### src/wbps_pkg.sv
// Shared constants, register codes and types of the wildcard byte pattern scanner.
package wbps_pkg;

    // Default parameter values of the top level.
    localparam int PATTERN_MAX_DEF = 16;
    localparam int OFFSET_BITS_DEF = 32;

    // Fixed field widths.
    localparam int ADDR_W        = 48;
    localparam int CFG_DATA_W    = 64;
    localparam int CFG_INDEX_W   = 3;
    localparam int SIG_W         = 128;
    localparam int CARE_W        = 16;
    localparam int LEN_REG_W     = 5;
    localparam int PATTERN_IDX_W = 4;

    // Configuration register indexes.
    typedef enum logic [CFG_INDEX_W-1:0] {
        CFG_PATTERN_LOW  = 3'd0,
        CFG_PATTERN_HIGH = 3'd1,
        CFG_CARE_MASK    = 3'd2,
        CFG_PATTERN_LEN  = 3'd3,
        CFG_REPORT_ALL   = 3'd4,
        CFG_BASE_ADDRESS = 3'd5
    } cfg_index_t;

    // Register settings as the scan logic sees them.
    typedef struct packed {
        logic [SIG_W-1:0]         signature;
        logic [CARE_W-1:0]        care_mask;
        logic [PATTERN_IDX_W-1:0] len_m1;
        logic                     report_all;
        logic [ADDR_W-1:0]        base_address;
    } cfg_t;

    // Status of the item held in the window stage.
    typedef struct packed {
        logic valid;
        logic last;
    } stage_status_t;

endpackage

### src/wbps_if.sv
// Valid/ready channel interfaces for image bytes and scan results.
interface wbps_in_if;
    logic       valid;
    logic       ready;
    logic [7:0] image_byte;
    logic       last_byte;

    modport source (output valid, output image_byte, output last_byte, input ready);
    modport sink   (input valid, input image_byte, input last_byte, output ready);
endinterface

interface wbps_out_if;
    logic        valid;
    logic        ready;
    logic [47:0] match_address;
    logic        found;

    modport source (output valid, output match_address, output found, input ready);
    modport sink   (input valid, input match_address, input found, output ready);
endinterface

### src/wbps_cfg.sv
// Configuration registers and the clamped pattern length.
module wbps_cfg #(
    parameter int PATTERN_MAX = wbps_pkg::PATTERN_MAX_DEF
) (
    input  logic                             clk,
    input  logic                             rst_n,
    input  logic                             cfg_write,
    input  logic [wbps_pkg::CFG_INDEX_W-1:0] cfg_index,
    input  logic [wbps_pkg::CFG_DATA_W-1:0]  cfg_data,
    output wbps_pkg::cfg_t                   cfg
);
    import wbps_pkg::*;

    logic [63:0]           pattern_low_reg;
    logic [63:0]           pattern_high_reg;
    logic [CARE_W-1:0]     care_mask_reg;
    logic [LEN_REG_W-1:0]  pattern_len_reg;
    logic                  report_all_reg;
    logic [ADDR_W-1:0]     base_address_reg;
    logic [PATTERN_IDX_W-1:0] len_m1;

    // Register writes; indexes beyond the list are ignored.
    always_ff @(posedge clk or negedge rst_n)
    begin
        if (!rst_n)
        begin
            pattern_low_reg  <= '0;
            pattern_high_reg <= '0;
            care_mask_reg    <= '1;
            pattern_len_reg  <= LEN_REG_W'(1);
            report_all_reg   <= 1'b0;
            base_address_reg <= '0;
        end
        else if (cfg_write)
        begin
            unique case (cfg_index_t'(cfg_index))
                CFG_PATTERN_LOW:  pattern_low_reg  <= cfg_data;
                CFG_PATTERN_HIGH: pattern_high_reg <= cfg_data;
                CFG_CARE_MASK:    care_mask_reg    <= cfg_data[CARE_W-1:0];
                CFG_PATTERN_LEN:  pattern_len_reg  <= cfg_data[LEN_REG_W-1:0];
                CFG_REPORT_ALL:   report_all_reg   <= cfg_data[0];
                CFG_BASE_ADDRESS: base_address_reg <= cfg_data[ADDR_W-1:0];
                default:          ;
            endcase
        end
    end

    // A length of zero acts as one; lengths above the window depth act as the depth.
    always_comb
    begin
        if (pattern_len_reg == '0)
        begin
            len_m1 = '0;
        end
        else if (pattern_len_reg > LEN_REG_W'(PATTERN_MAX))
        begin
            len_m1 = PATTERN_IDX_W'(PATTERN_MAX - 1);
        end
        else
        begin
            len_m1 = PATTERN_IDX_W'(pattern_len_reg - LEN_REG_W'(1));
        end
    end

    assign cfg.signature    = {pattern_high_reg, pattern_low_reg};
    assign cfg.care_mask    = care_mask_reg;
    assign cfg.len_m1       = len_m1;
    assign cfg.report_all   = report_all_reg;
    assign cfg.base_address = base_address_reg;

endmodule

### src/wbps_window.sv
// Input stage: byte window shift line, fill count and byte offset.
module wbps_window #(
    parameter int PATTERN_MAX = wbps_pkg::PATTERN_MAX_DEF,
    parameter int OFFSET_BITS = wbps_pkg::OFFSET_BITS_DEF,
    localparam int FILL_W     = $clog2(PATTERN_MAX + 1)
) (
    input  logic                                 clk,
    input  logic                                 rst_n,
    wbps_in_if.sink                              in_ch,
    input  logic [wbps_pkg::PATTERN_IDX_W-1:0]   len_m1,
    input  logic                                 take,
    output wbps_pkg::stage_status_t              status,
    output logic [PATTERN_MAX-1:0][7:0]          window,
    output logic [FILL_W-1:0]                    fill,
    output logic [OFFSET_BITS-1:0]               first_offset
);
    import wbps_pkg::*;

    logic [PATTERN_MAX-1:0][7:0] window_reg, window_next, window_base;
    logic [FILL_W-1:0]           fill_reg, fill_next, fill_base;
    logic [OFFSET_BITS-1:0]      offset_reg, offset_next, offset_base;
    logic [OFFSET_BITS-1:0]      first_reg, first_next;
    logic                        cleared_reg, cleared_next;
    logic                        valid_reg, valid_next;
    logic                        last_reg, last_next;
    logic                        accept;

    assign in_ch.ready = !valid_reg || take;
    assign accept      = in_ch.valid && in_ch.ready;

    // Shift the new byte in; after the last byte of a scan start from a clear window.
    always_comb
    begin
        window_base  = cleared_reg ? '0 : window_reg;
        fill_base    = cleared_reg ? '0 : fill_reg;
        offset_base  = cleared_reg ? '0 : offset_reg;
        window_next  = window_reg;
        fill_next    = fill_reg;
        offset_next  = offset_reg;
        first_next   = first_reg;
        cleared_next = cleared_reg;
        last_next    = last_reg;
        valid_next   = valid_reg && !take;
        if (accept)
        begin
            window_next[0] = in_ch.image_byte;
            for (int k = 1; k < PATTERN_MAX; k++)
            begin
                window_next[k] = window_base[k-1];
            end
            fill_next    = (fill_base == FILL_W'(PATTERN_MAX)) ? fill_base
                                                               : fill_base + FILL_W'(1);
            first_next   = offset_base - OFFSET_BITS'(len_m1);
            offset_next  = offset_base + OFFSET_BITS'(1);
            cleared_next = in_ch.last_byte;
            last_next    = in_ch.last_byte;
            valid_next   = 1'b1;
        end
    end

    // Stage registers.
    always_ff @(posedge clk or negedge rst_n)
    begin
        if (!rst_n)
        begin
            window_reg  <= '0;
            fill_reg    <= '0;
            offset_reg  <= '0;
            cleared_reg <= 1'b0;
            valid_reg   <= 1'b0;
        end
        else
        begin
            window_reg  <= window_next;
            fill_reg    <= fill_next;
            offset_reg  <= offset_next;
            cleared_reg <= cleared_next;
            valid_reg   <= valid_next;
        end
    end

    // Payload of the held item.
    always_ff @(posedge clk)
    begin
        first_reg <= first_next;
        last_reg  <= last_next;
    end

    assign status.valid  = valid_reg;
    assign status.last   = last_reg;
    assign window        = window_reg;
    assign fill          = fill_reg;
    assign first_offset  = first_reg;

endmodule

### src/wbps_report.sv
// Result stage: wildcard compare of the window, match tracking and output register.
module wbps_report #(
    parameter int PATTERN_MAX = wbps_pkg::PATTERN_MAX_DEF,
    parameter int OFFSET_BITS = wbps_pkg::OFFSET_BITS_DEF,
    localparam int FILL_W     = $clog2(PATTERN_MAX + 1),
    localparam int WIN_IDX_W  = (PATTERN_MAX > 1) ? $clog2(PATTERN_MAX) : 1
) (
    input  logic                        clk,
    input  logic                        rst_n,
    input  wbps_pkg::cfg_t              cfg,
    input  wbps_pkg::stage_status_t     status,
    input  logic [PATTERN_MAX-1:0][7:0] window,
    input  logic [FILL_W-1:0]           fill,
    input  logic [OFFSET_BITS-1:0]      first_offset,
    output logic                        take,
    wbps_out_if.source                  out_ch
);
    import wbps_pkg::*;

    logic [PATTERN_IDX_W-1:0] sel [PATTERN_MAX];
    logic [PATTERN_MAX-1:0]   byte_ok;
    logic                     hit;
    logic                     emit_match;
    logic                     emit_none;
    logic [ADDR_W-1:0]        match_addr;
    logic                     seen_reg, seen_next;
    logic                     out_valid_reg, out_valid_next;
    logic [ADDR_W-1:0]        address_reg;
    logic                     found_reg;

    assign take = status.valid && (!out_valid_reg || out_ch.ready);

    // Signature byte i lines up with window entry len-1-i; bytes past the length pass.
    always_comb
    begin
        for (int i = 0; i < PATTERN_MAX; i++)
        begin
            sel[i]     = cfg.len_m1 - PATTERN_IDX_W'(i);
            byte_ok[i] = (PATTERN_IDX_W'(i) > cfg.len_m1) || !cfg.care_mask[i] ||
                         (window[sel[i][WIN_IDX_W-1:0]] == cfg.signature[8*i +: 8]);
        end
        hit = (&byte_ok) && (LEN_REG_W'(fill) > {1'b0, cfg.len_m1});
    end

    // Result selection and match tracking across the scan.
    always_comb
    begin
        emit_match = hit && (cfg.report_all || !seen_reg);
        emit_none  = status.last && !hit && !seen_reg && !cfg.report_all;
        match_addr = cfg.base_address + ADDR_W'(first_offset);
        seen_next  = seen_reg;
        if (take)
        begin
            seen_next = status.last ? 1'b0 : (seen_reg || hit);
        end
        out_valid_next = take ? (emit_match || emit_none)
                              : (out_valid_reg && !out_ch.ready);
    end

    // Control registers.
    always_ff @(posedge clk or negedge rst_n)
    begin
        if (!rst_n)
        begin
            seen_reg      <= 1'b0;
            out_valid_reg <= 1'b0;
        end
        else
        begin
            seen_reg      <= seen_next;
            out_valid_reg <= out_valid_next;
        end
    end

    // Output payload, loaded only when a result is produced.
    always_ff @(posedge clk)
    begin
        if (take && (emit_match || emit_none))
        begin
            address_reg <= emit_match ? match_addr : '0;
            found_reg   <= emit_match;
        end
    end

    assign out_ch.valid         = out_valid_reg;
    assign out_ch.match_address = address_reg;
    assign out_ch.found         = found_reg;

endmodule

### src/wildcard_byte_pattern_scanner_top.sv
// Top level of the wildcard byte pattern scanner.
// The scanner takes one image byte per clock cycle and compares the most recent
// bytes against a signature of up to PATTERN_MAX bytes with per-byte wildcards,
// so overlapping matches are found. A byte passes through two register stages:
// the window stage shifts it in and updates the fill count and byte offset, and
// the result stage compares the whole window in parallel and loads the output
// register, from which the result is offered. The sustained rate is one byte per
// cycle, set by the combinational window compare, as long as the sink takes
// results when offered; a stalled result holds the window stage, which then takes
// a byte only while it is empty. The user must write the configuration only while
// the scanner is idle, which the block itself does not enforce; a match reports
// base_address plus the offset of its first byte, and in first-only mode a scan
// without a match ends in a not-found result.
module wildcard_byte_pattern_scanner_top #(
    parameter int PATTERN_MAX = wbps_pkg::PATTERN_MAX_DEF,
    parameter int OFFSET_BITS = wbps_pkg::OFFSET_BITS_DEF
) (
    input  logic                             clk,
    input  logic                             rst_n,
    input  logic                             cfg_write,
    input  logic [wbps_pkg::CFG_INDEX_W-1:0] cfg_index,
    input  logic [wbps_pkg::CFG_DATA_W-1:0]  cfg_data,
    wbps_in_if.sink                          in_ch,
    wbps_out_if.source                       out_ch
);
    import wbps_pkg::*;

    localparam int FILL_W = $clog2(PATTERN_MAX + 1);

    cfg_t                        cfg;
    stage_status_t               status;
    logic [PATTERN_MAX-1:0][7:0] window;
    logic [FILL_W-1:0]           fill;
    logic [OFFSET_BITS-1:0]      first_offset;
    logic                        take;

    // Configuration registers.
    wbps_cfg #(
        .PATTERN_MAX (PATTERN_MAX)
    ) u_cfg (
        .clk       (clk),
        .rst_n     (rst_n),
        .cfg_write (cfg_write),
        .cfg_index (cfg_index),
        .cfg_data  (cfg_data),
        .cfg       (cfg)
    );

    // Window stage.
    wbps_window #(
        .PATTERN_MAX (PATTERN_MAX),
        .OFFSET_BITS (OFFSET_BITS)
    ) u_window (
        .clk          (clk),
        .rst_n        (rst_n),
        .in_ch        (in_ch),
        .len_m1       (cfg.len_m1),
        .take         (take),
        .status       (status),
        .window       (window),
        .fill         (fill),
        .first_offset (first_offset)
    );

    // Compare and result stage.
    wbps_report #(
        .PATTERN_MAX (PATTERN_MAX),
        .OFFSET_BITS (OFFSET_BITS)
    ) u_report (
        .clk          (clk),
        .rst_n        (rst_n),
        .cfg          (cfg),
        .status       (status),
        .window       (window),
        .fill         (fill),
        .first_offset (first_offset),
        .take         (take),
        .out_ch       (out_ch)
    );

endmodule

### src/flat_wrapper.sv
// flat-port wrapper written by rule: the top's interface ports become plain ports
module wildcard_byte_pattern_scanner_top_flat import wbps_pkg::*;
#(
    parameter int PATTERN_MAX = wbps_pkg::PATTERN_MAX_DEF,
    parameter int OFFSET_BITS = wbps_pkg::OFFSET_BITS_DEF
)
  (clk, rst_n, cfg_write, cfg_index, cfg_data, in_ch_valid, in_ch_image_byte, in_ch_last_byte, in_ch_ready, out_ch_valid, out_ch_match_address, out_ch_found, out_ch_ready);
  wbps_in_if in_ch_i ();
  wbps_out_if out_ch_i ();
  input  logic clk;
  input  logic rst_n;
  input  logic cfg_write;
  input  logic [wbps_pkg::CFG_INDEX_W-1:0] cfg_index;
  input  logic [wbps_pkg::CFG_DATA_W-1:0] cfg_data;
  input wire logic [$bits(in_ch_i.valid)-1:0] in_ch_valid;
  input wire logic [$bits(in_ch_i.image_byte)-1:0] in_ch_image_byte;
  input wire logic [$bits(in_ch_i.last_byte)-1:0] in_ch_last_byte;
  output wire logic [$bits(in_ch_i.ready)-1:0] in_ch_ready;
  output wire logic [$bits(out_ch_i.valid)-1:0] out_ch_valid;
  output wire logic [$bits(out_ch_i.match_address)-1:0] out_ch_match_address;
  output wire logic [$bits(out_ch_i.found)-1:0] out_ch_found;
  input wire logic [$bits(out_ch_i.ready)-1:0] out_ch_ready;
  assign in_ch_i.valid = in_ch_valid;
  assign in_ch_i.image_byte = in_ch_image_byte;
  assign in_ch_i.last_byte = in_ch_last_byte;
  assign in_ch_ready = in_ch_i.ready;
  assign out_ch_valid = out_ch_i.valid;
  assign out_ch_match_address = out_ch_i.match_address;
  assign out_ch_found = out_ch_i.found;
  assign out_ch_i.ready = out_ch_ready;
  wildcard_byte_pattern_scanner_top #(.PATTERN_MAX(PATTERN_MAX), .OFFSET_BITS(OFFSET_BITS)) u_core (.clk(clk), .rst_n(rst_n), .cfg_write(cfg_write), .cfg_index(cfg_index), .cfg_data(cfg_data), .in_ch(in_ch_i), .out_ch(out_ch_i));
endmodule
### config.mk
export PLATFORM = sky130hd
export DESIGN_NAME = wildcard_byte_pattern_scanner_top_flat
export DESIGN_NICKNAME = d
export VERILOG_FILES = /design/src/wbps_pkg.sv /design/src/wbps_if.sv /design/src/wbps_cfg.sv /design/src/wbps_window.sv /design/src/wbps_report.sv /design/src/wildcard_byte_pattern_scanner_top.sv /design/src/flat_wrapper.sv
export SDC_FILE = /design/constraint.sdc
export NUM_CORES = 1
export LEC_CHECK = 0
export BUFFER_PORTS_ARGS = -buffer_cell sky130_fd_sc_hd__buf_2
export CAP_MARGIN = 20
export CORE_ASPECT_RATIO = 1.5
export CORE_MARGIN = 2
export CORE_UTILIZATION = 55
export CTS_CLUSTER_DIAMETER = 80
export CTS_CLUSTER_SIZE = 30
export DETAILED_ROUTE_END_ITERATION = 10
export HOLD_SLACK_MARGIN = 0.08
export PLACE_DENSITY = 0.73
export SYNTH_ARGS = -nofsm -noshare
export SYNTH_HDL_FRONTEND = slang
export SYNTH_SLANG_ARGS = --single-unit
### constraint.sdc
create_clock -name clk -period 12.4 [get_ports clk]
set_input_delay 0.62 -clock clk [delete_from_list [all_inputs] [get_ports clk]]
set_output_delay 0.62 -clock clk [all_outputs]
set_load 0.02 [all_outputs]
**Word level (Yosys, flattened, before mapping)**

Index checks and enable logic that the tools add are counted.

- Register bits after elaboration: 449

- Add/sub/neg operators: 20
- Magnitude comparators: 34
- Eq/ne operators: 22
- Mux-type cells: 41
- Reduce and logical (&&, ||, !) cells: 79

Operators by type and width:

| cell | count |
|---|---|
| $bmux W8 S4 | 16 |
| $eq A8 B8 Y1 | 16 |
| $mux W8 | 16 |
| $mux W120 | 1 |
| $lt A4 B5 Y1 const B | 16 |
| $add A48 B32 Y48 | 1 |
| $logic_or A1 B1 Y1 | 37 |
| $add A32 B1 Y32 const B | 1 |
| $gt A4 B4 Y1 const A | 8 |
| $mux W32 | 1 |
| $sub A32 B4 Y32 | 1 |
| $sub A4 B4 Y4 const B | 8 |
| $logic_not A1 Y1 | 23 |
| $gt A3 B4 Y1 const A | 4 |
| $reduce_and A16 Y1 | 1 |
| $sub A4 B3 Y4 const B | 4 |
| $reduce_and A2 Y1 | 6 |
| $logic_and A1 B1 Y1 | 10 |
| $mux W5 | 2 |
| $gt A1 B4 Y1 const A | 2 |
| $gt A2 B4 Y1 const A | 2 |
| $mux W4 | 2 |
| $sub A4 B1 Y4 const B | 2 |
| $sub A4 B2 Y4 const B | 2 |
| 10 further kinds | 14 |

**Depth between registers and ports, before layout**

- Depth after elaboration: 16
- Depth in mapped cells: 22

**Hierarchy**

Synthesis repeated with hierarchy kept, for this count alone.

- Cell total of the unflattened synthesis: 2452
- Area, all modules: 28965.3 um2

By module, submodules not included:

| module | instances | cells an instance | area each (um2) |
|---|---|---|---|
| wbps_report | 1 | 988 | 11892.7 |
| wbps_window | 1 | 1021 | 9213.8 |
| wbps_cfg | 1 | 443 | 7858.8 |

**Least setup slack after synthesis**

OpenSTA, ideal clock, no wires.

- Path kind: reg-to-reg
- Start: register u_core.u_cfg.pattern_len_reg[0]
- End: register u_core.u_report.found_reg (netlist: u_core.u_report.out_ch.found) (enable)
- Setup time: 0.472 ns
- Arrival: 6.373 ns
- Path slack: 5.555 ns
- Cell stages (with the launch flop): 19
- Clock period less this slack: 6.845 ns
- Cells stage by stage: dfstp_2 buf_2 inv_1 ha_1 buf_4 nor3b_1 maj3_1 nor2_1 nor3_2 nor2_2 buf_2 mux2i_1 xor2_1 o21a_1 nand4_1 a2111oi_4 nand4_2 buf_2 a21oi_1

- Cells in the longest elaborated chain, start to end: 16
- Elaborated cells between the ends (all ways): 126
- Those cells by class: add/sub: 16; order compare: 18; eq/ne: 16; mux: 34; reduce/logical: 42

RTL lines:

| what | line | RTL |
|---|---|---|
| start: declaration | wbps_cfg.sv:17 | `logic [LEN_REG_W-1:0] pattern_len_reg;` |
| start signal: assignment | wbps_cfg.sv:40 | `CFG_PATTERN_LEN: pattern_len_reg <= cfg_data[LEN_REG_W-1:0];` |
| $sub A4 B1 Y4 / $gt A5 B5 Y1 (equally long branches) | wbps_cfg.sv:61, wbps_cfg.sv:55 |  |
| $mux W4 | wbps_cfg.sv:55 | `else if (pattern_len_reg > LEN_REG_W'(PATTERN_MAX))` |
| $mux W4 (*) | wbps_cfg.sv:51 | `if (pattern_len_reg == '0)` |
| $sub A4 B1 Y4 (tied with other cells) | wbps_report.sv:38 | `sel[i] = cfg.len_m1 - PATTERN_IDX_W'(i);` |
| $bmux W8 S4 | wbps_report.sv:40 | `(window[sel[i][WIN_IDX_W-1:0]] == cfg.signature[8*i +: 8]);` |
| $mux W8 (not written as such) | wbps_report.sv:40 |  |
| $eq A8 B8 Y1 | wbps_report.sv:40 |  |
| $logic_or A1 B1 Y1 | wbps_report.sv:39 | `byte_ok[i] = (PATTERN_IDX_W'(i) > cfg.len_m1) \|\| !cfg.care_mask[i] \|\|` |
| $reduce_and A16 Y1 | wbps_report.sv:42 | `hit = (&byte_ok) && (LEN_REG_W'(fill) > {1'b0, cfg.len_m1});` |
| $logic_and A1 B1 Y1 (*) | wbps_report.sv:42 |  |
| $logic_not A1 Y1 | wbps_report.sv:49 | `emit_none = status.last && !hit && !seen_reg && !cfg.report_all;` |
| $logic_and A1 B1 Y1 (3 in a row) | wbps_report.sv:49 |  |
| $logic_or A1 B1 Y1 (*) | wbps_report.sv:78 | `if (take && (emit_match \|\| emit_none))` |
| $logic_and A1 B1 Y1 (*) | wbps_report.sv:78 |  |
| end signal: assignment | wbps_report.sv:81 | `found_reg <= emit_match;` |
| end: declaration | wbps_report.sv:29 | `logic found_reg;` |

Mark *: on every way between the ends. The rest lies on a longest branch, timed or not. The select of a mux whose other input is x is not followed.
A chain may end at the register's enable or synchronous reset.

**Final worst setup path**

- Start: register u_core.u_cfg.pattern_len_reg[0]
- End: register u_core.u_report.address_reg[3] (netlist: u_core.u_report.out_ch.match_address[3]) (enable)

- Cells in the longest elaborated chain, start to end: 16
- Elaborated cells between the ends (all ways): 126
- Those cells by class: add/sub: 16; order compare: 18; eq/ne: 16; mux: 34; reduce/logical: 42

RTL lines:

| what | line | RTL |
|---|---|---|
| $sub A4 B1 Y4 / $gt A5 B5 Y1 (equally long branches) | wbps_cfg.sv:61, wbps_cfg.sv:55 |  |
| $mux W4 | wbps_cfg.sv:55 |  |
| $mux W4 (*) | wbps_cfg.sv:51 |  |
| $sub A4 B1 Y4 (tied with other cells) | wbps_report.sv:38 |  |
| $bmux W8 S4 | wbps_report.sv:40 |  |
| $mux W8 (not written as such) | wbps_report.sv:40 |  |
| $eq A8 B8 Y1 | wbps_report.sv:40 |  |
| $logic_or A1 B1 Y1 | wbps_report.sv:39 |  |
| $reduce_and A16 Y1 | wbps_report.sv:42 |  |
| $logic_and A1 B1 Y1 (*) | wbps_report.sv:42 |  |
| $logic_not A1 Y1 | wbps_report.sv:49 |  |
| $logic_and A1 B1 Y1 (3 in a row) | wbps_report.sv:49 |  |
| $logic_or A1 B1 Y1 (*) | wbps_report.sv:78 |  |
| $logic_and A1 B1 Y1 (*) | wbps_report.sv:78 |  |
| end signal: assignment | wbps_report.sv:80 | `address_reg <= emit_match ? match_addr : '0;` |
| end: declaration | wbps_report.sv:28 | `logic [ADDR_W-1:0] address_reg;` |

Marks and branches as above.

==> metrics.md <==
| Metric | Value |
|---|---|
| Setup CP Type | reg -> reg |
| Final ANT Viol Nets | 0 |
| First-pass GRT wire length | 148300 um |
| Longest Clk Path Bufs | 3 |
| Syn_nets | slightly above 3k |
| H-tree levels | 1 |
| Fin. Hold Viols | 0 |
| Critical Path Slowest Stage Cell | inv_6 |
| Synth cell types | 87 |
| Most used cell, CP | buf_4 |
| CP Data Required Time | 12.66 ns |
| EDFF count, synth | 82 |
| Site row count | slightly above 100 |
| Async S/R FF share, synth | roughly four fifths |
| Die Wd | 192.1 um |
| DR pass1 iterations | 7 |
| Critical Path AT | 7.95 ns |
| Max_slew headroom | 21.85% |
| Max frequency | roughly 130 MHz |
| HP Class | in -> reg |
| Total GRT Usage | between 30% and 40% |
| CTS buffer count | 23 |
| CTS tree | yes |
| Sink Count | around 450 |
| Post-synthesis register bit count | 449 |
| Port bufs | 131 |
| Most common flop cell mapped by yosys | dfrtp_1 |
| DR vias | 23.69k |
| Final period util | ~62% |
| Pin count of the biggest net entering global routing | ~130 |
| Final nets | slightly above 3k |
| Post-CTS sizing | 0 |
| Initial antenna violation count | 5 |
| Layout Cells excl Fill | 3644 |
| Clock-pin slew on the worst setup and hold paths | 0.11 ns |
| Die area | between 0.05 and 0.06 mm2 |
| Grt ovf | 0 |
| RSZ-0062 raised after global routing | false |
| Vias in the first global route | between 20k and 25k |
| Layout Skew | 0.04304 ns |
| Share of cells above drive strength 1 | between 15 and 20% |
| Number of remaining DRC errors | 0 |
| DP Wirelength | 74220 um |
| Status | finished clean |
| Vias per inst | roughly 6.5 |
| Startpoint types | flip-flop |
| Slew @ Worst Pin | 1.172 ns |
| Max reg flops | between 100 and 150 |
| Syn Area/Cell | 9.934 um2 |
| Drt initial violations | between 1.5k and 2k |
| Maximum VDD drop | between 0.15 and 0.2 mV |
| Worst path cell trace | inv_1 > ha_1 > or4b_4 > nand3_4 > inv_6 > buf_4 > mux2_2 > mux2i_1 > xnor2_1 > nor4_1 > a21oi_1 > nor4_2 > nand4_2 > buf_4 > a21oi_4 > buf_4 |
| Worst Path Max Fanout | 76 |
| MaxCap Viol Count | 0 |
| Routed Wire Length | around 100000 um |
| Post-Syn Instances | just under 3k |
| Synthesized area | 0.02920 mm2 |
| CP max stage delay | 0.74 ns |
| CP Buf/Inv Count | 5 |
| TNS Setup | 0 ns |
| Clock latency on the worst-skew pair | 0.62 ns |
| Initial Utilization | between 50% and 60% |
| Io pins | approximately 130 |
| Routability Congestion | 1.003 |
| Yosys warnings | 0 |
| Final setup viols | 0 |
| Root Driver | clkbuf_16 |
| Leading post-synthesis cells by cell area | dfrtp_1, mux2i_1, mux2_2 |
| CP top delay family | buffers and inverters |
| Cells after DPL | between 3k and 4k |
| Die Ht | about 290 um |
| Fin. max-slew vios | 0 |
| Crit path time final | 7.687 ns |
| DR WL/cell | 27.24 um |
| Top cell type's share of synthesized area | ~30% |
| Pwr Density | between 150 and 200 mW/mm2 |
| Post-synth top area cell | dfrtp_1 |
| Critical Path Sink Type | flip-flop |
| Synth-to-layout area growth | 6.561% |
| Core area | around 0.053 mm2 |
| Leakage | approximately 14 nW |
| Seq/Total Area, Yosys | roughly two fifths |
## stage by stage
step                total power [W]  util [%]  hold WS [ns]  setup slack (ns)  cell area (um2)
finish                     0.006109     59.17        0.2063             4.713            31110
global route               0.006401     59.17        0.1893             4.354            31110
CTS                        0.006059     59.04        0.1798             4.805            31040
detailed placement         0.005114     57.50        0.4877             4.796            30230
global placement           0.005052     57.50        0.4692             4.886            30230
floorplan                  0.004234         -        0.3244             5.555            29200
## synthesized netlist by cell type, types with 12 or more instances
master	n
a2111oi_0	14
a211oi_1	22
a21o_1	12
a21oi_1	153
a32o_1	33
and3_1	27
buf_1	30
buf_2	50
clkbuf_1	98
dfrtp_1	350
dfstp_2	17
edfxtp_1	82
ha_1	41
inv_1	42
mux2_2	252
mux2i_1	383
nand2_1	427
nand2b_1	15
nand3_1	160
nand4_1	17
nor2_1	79
nor2b_1	22
nor3_1	94
nor4_1	27
o21a_1	15
o21ai_0	77
o21bai_1	12
o2bb2ai_1	27
xnor2_1	114
xor2_1	82
## final timing paths
kind	start	endpoint	slack (ns)	cells after the start
setup / recovery	u_core.u_cfg.pattern_len_reg[0]	u_core.u_report.out_ch.match_address[3]	4.71	16
hold / removal	in_ch_last_byte	u_core.u_window.last_reg	0.21	1
setup reg to reg	u_core.u_cfg.pattern_len_reg[0]	u_core.u_report.out_ch.match_address[3]	4.71	16
hold reg to reg	u_core.u_window.offset_reg[1]	u_core.u_window.offset_reg[1]	0.52	2
max in group asynchronous	rst_n	u_core.u_window.window[55]	9.57	4
min in group asynchronous	rst_n	u_core.u_window.offset_reg[12]	0.55	2
## metal layers
metal / vias to the layer above / share of wire [%] / GRT usage [%]
li1: 10641 / - / -
met1: 11719 / 36 / 40.61
met2: 964 / 49 / 61.18
met3: 358 / 5.8 / 5.418
met4: 6 / 9.8 / 29.05
met5: - / 0.039 / 0
## placed cells by master, fill, tap and decap left out, drive strengths merged, types with 22 or more instances in the layout
cell	n
nor3	96
a21oi	153
edfxtp	82
clkbuf	31
a32o	33
o21ai	80
and3	27
dfrtp	350
nor2	84
xor2	82
xnor2	118
nand2	428
nor2b	22
mux2i	383
buf	169
inv	52
nand3	161
a211oi	22
o2bb2ai	27
nor4	31
ha	41
mux2	253
## area by class of cell
type / count / area [um2]
inverters: 46 / 185.2
multi-input cells: 2253 / 16590
repair buffers: 170 / 1013
fillers: 4517 / 21470
well taps: 682 / 853.3
diodes: 2 / 5.005
clock buffers: 31 / 605.6
clock inverters: 11 / 193.9
flip-flops and latches: 449 / 11670
## report_power, final
group | internal (W) | switching, W
clock | 0.000380 | 0.000561
combinational | 0.00126 | 0.00189
sequential | 0.00176 | 0.000253
total | 0.00341 | 0.00270
## repair_timing
action,CTS,global route
setup buffers,0,0
hold buffers,1,0
hold endpoints to repair,70,0
## worst reg2reg max path, stage by stage, from the launching register on
cell     delay (ns)
dfstp_2        0.69
inv_1          0.08
ha_1           0.33
or4b_4         0.27
nand3_4        0.58
inv_6          0.77
buf_4          0.80
mux2_2         0.54
mux2i_1        0.20
xnor2_1        0.09
nor4_1         0.45
a21oi_1        0.34
nor4_2         0.54
nand4_2        0.17
buf_4          0.32
a21oi_4        0.66
buf_4          0.50
## cell families after synthesis
kind of cell    after synthesis  share of synthesized area (%)
simple gates                922                          14.82
mux                         646                          23.66
flops                       449                          39.96
compound gates              439                          10.02
buf+inv                     237                          3.454
xor+xnor                    200                          6.103
fa+ha+maj                    46                          1.971
No activity file was read; power rests on OpenSTA's default activity.
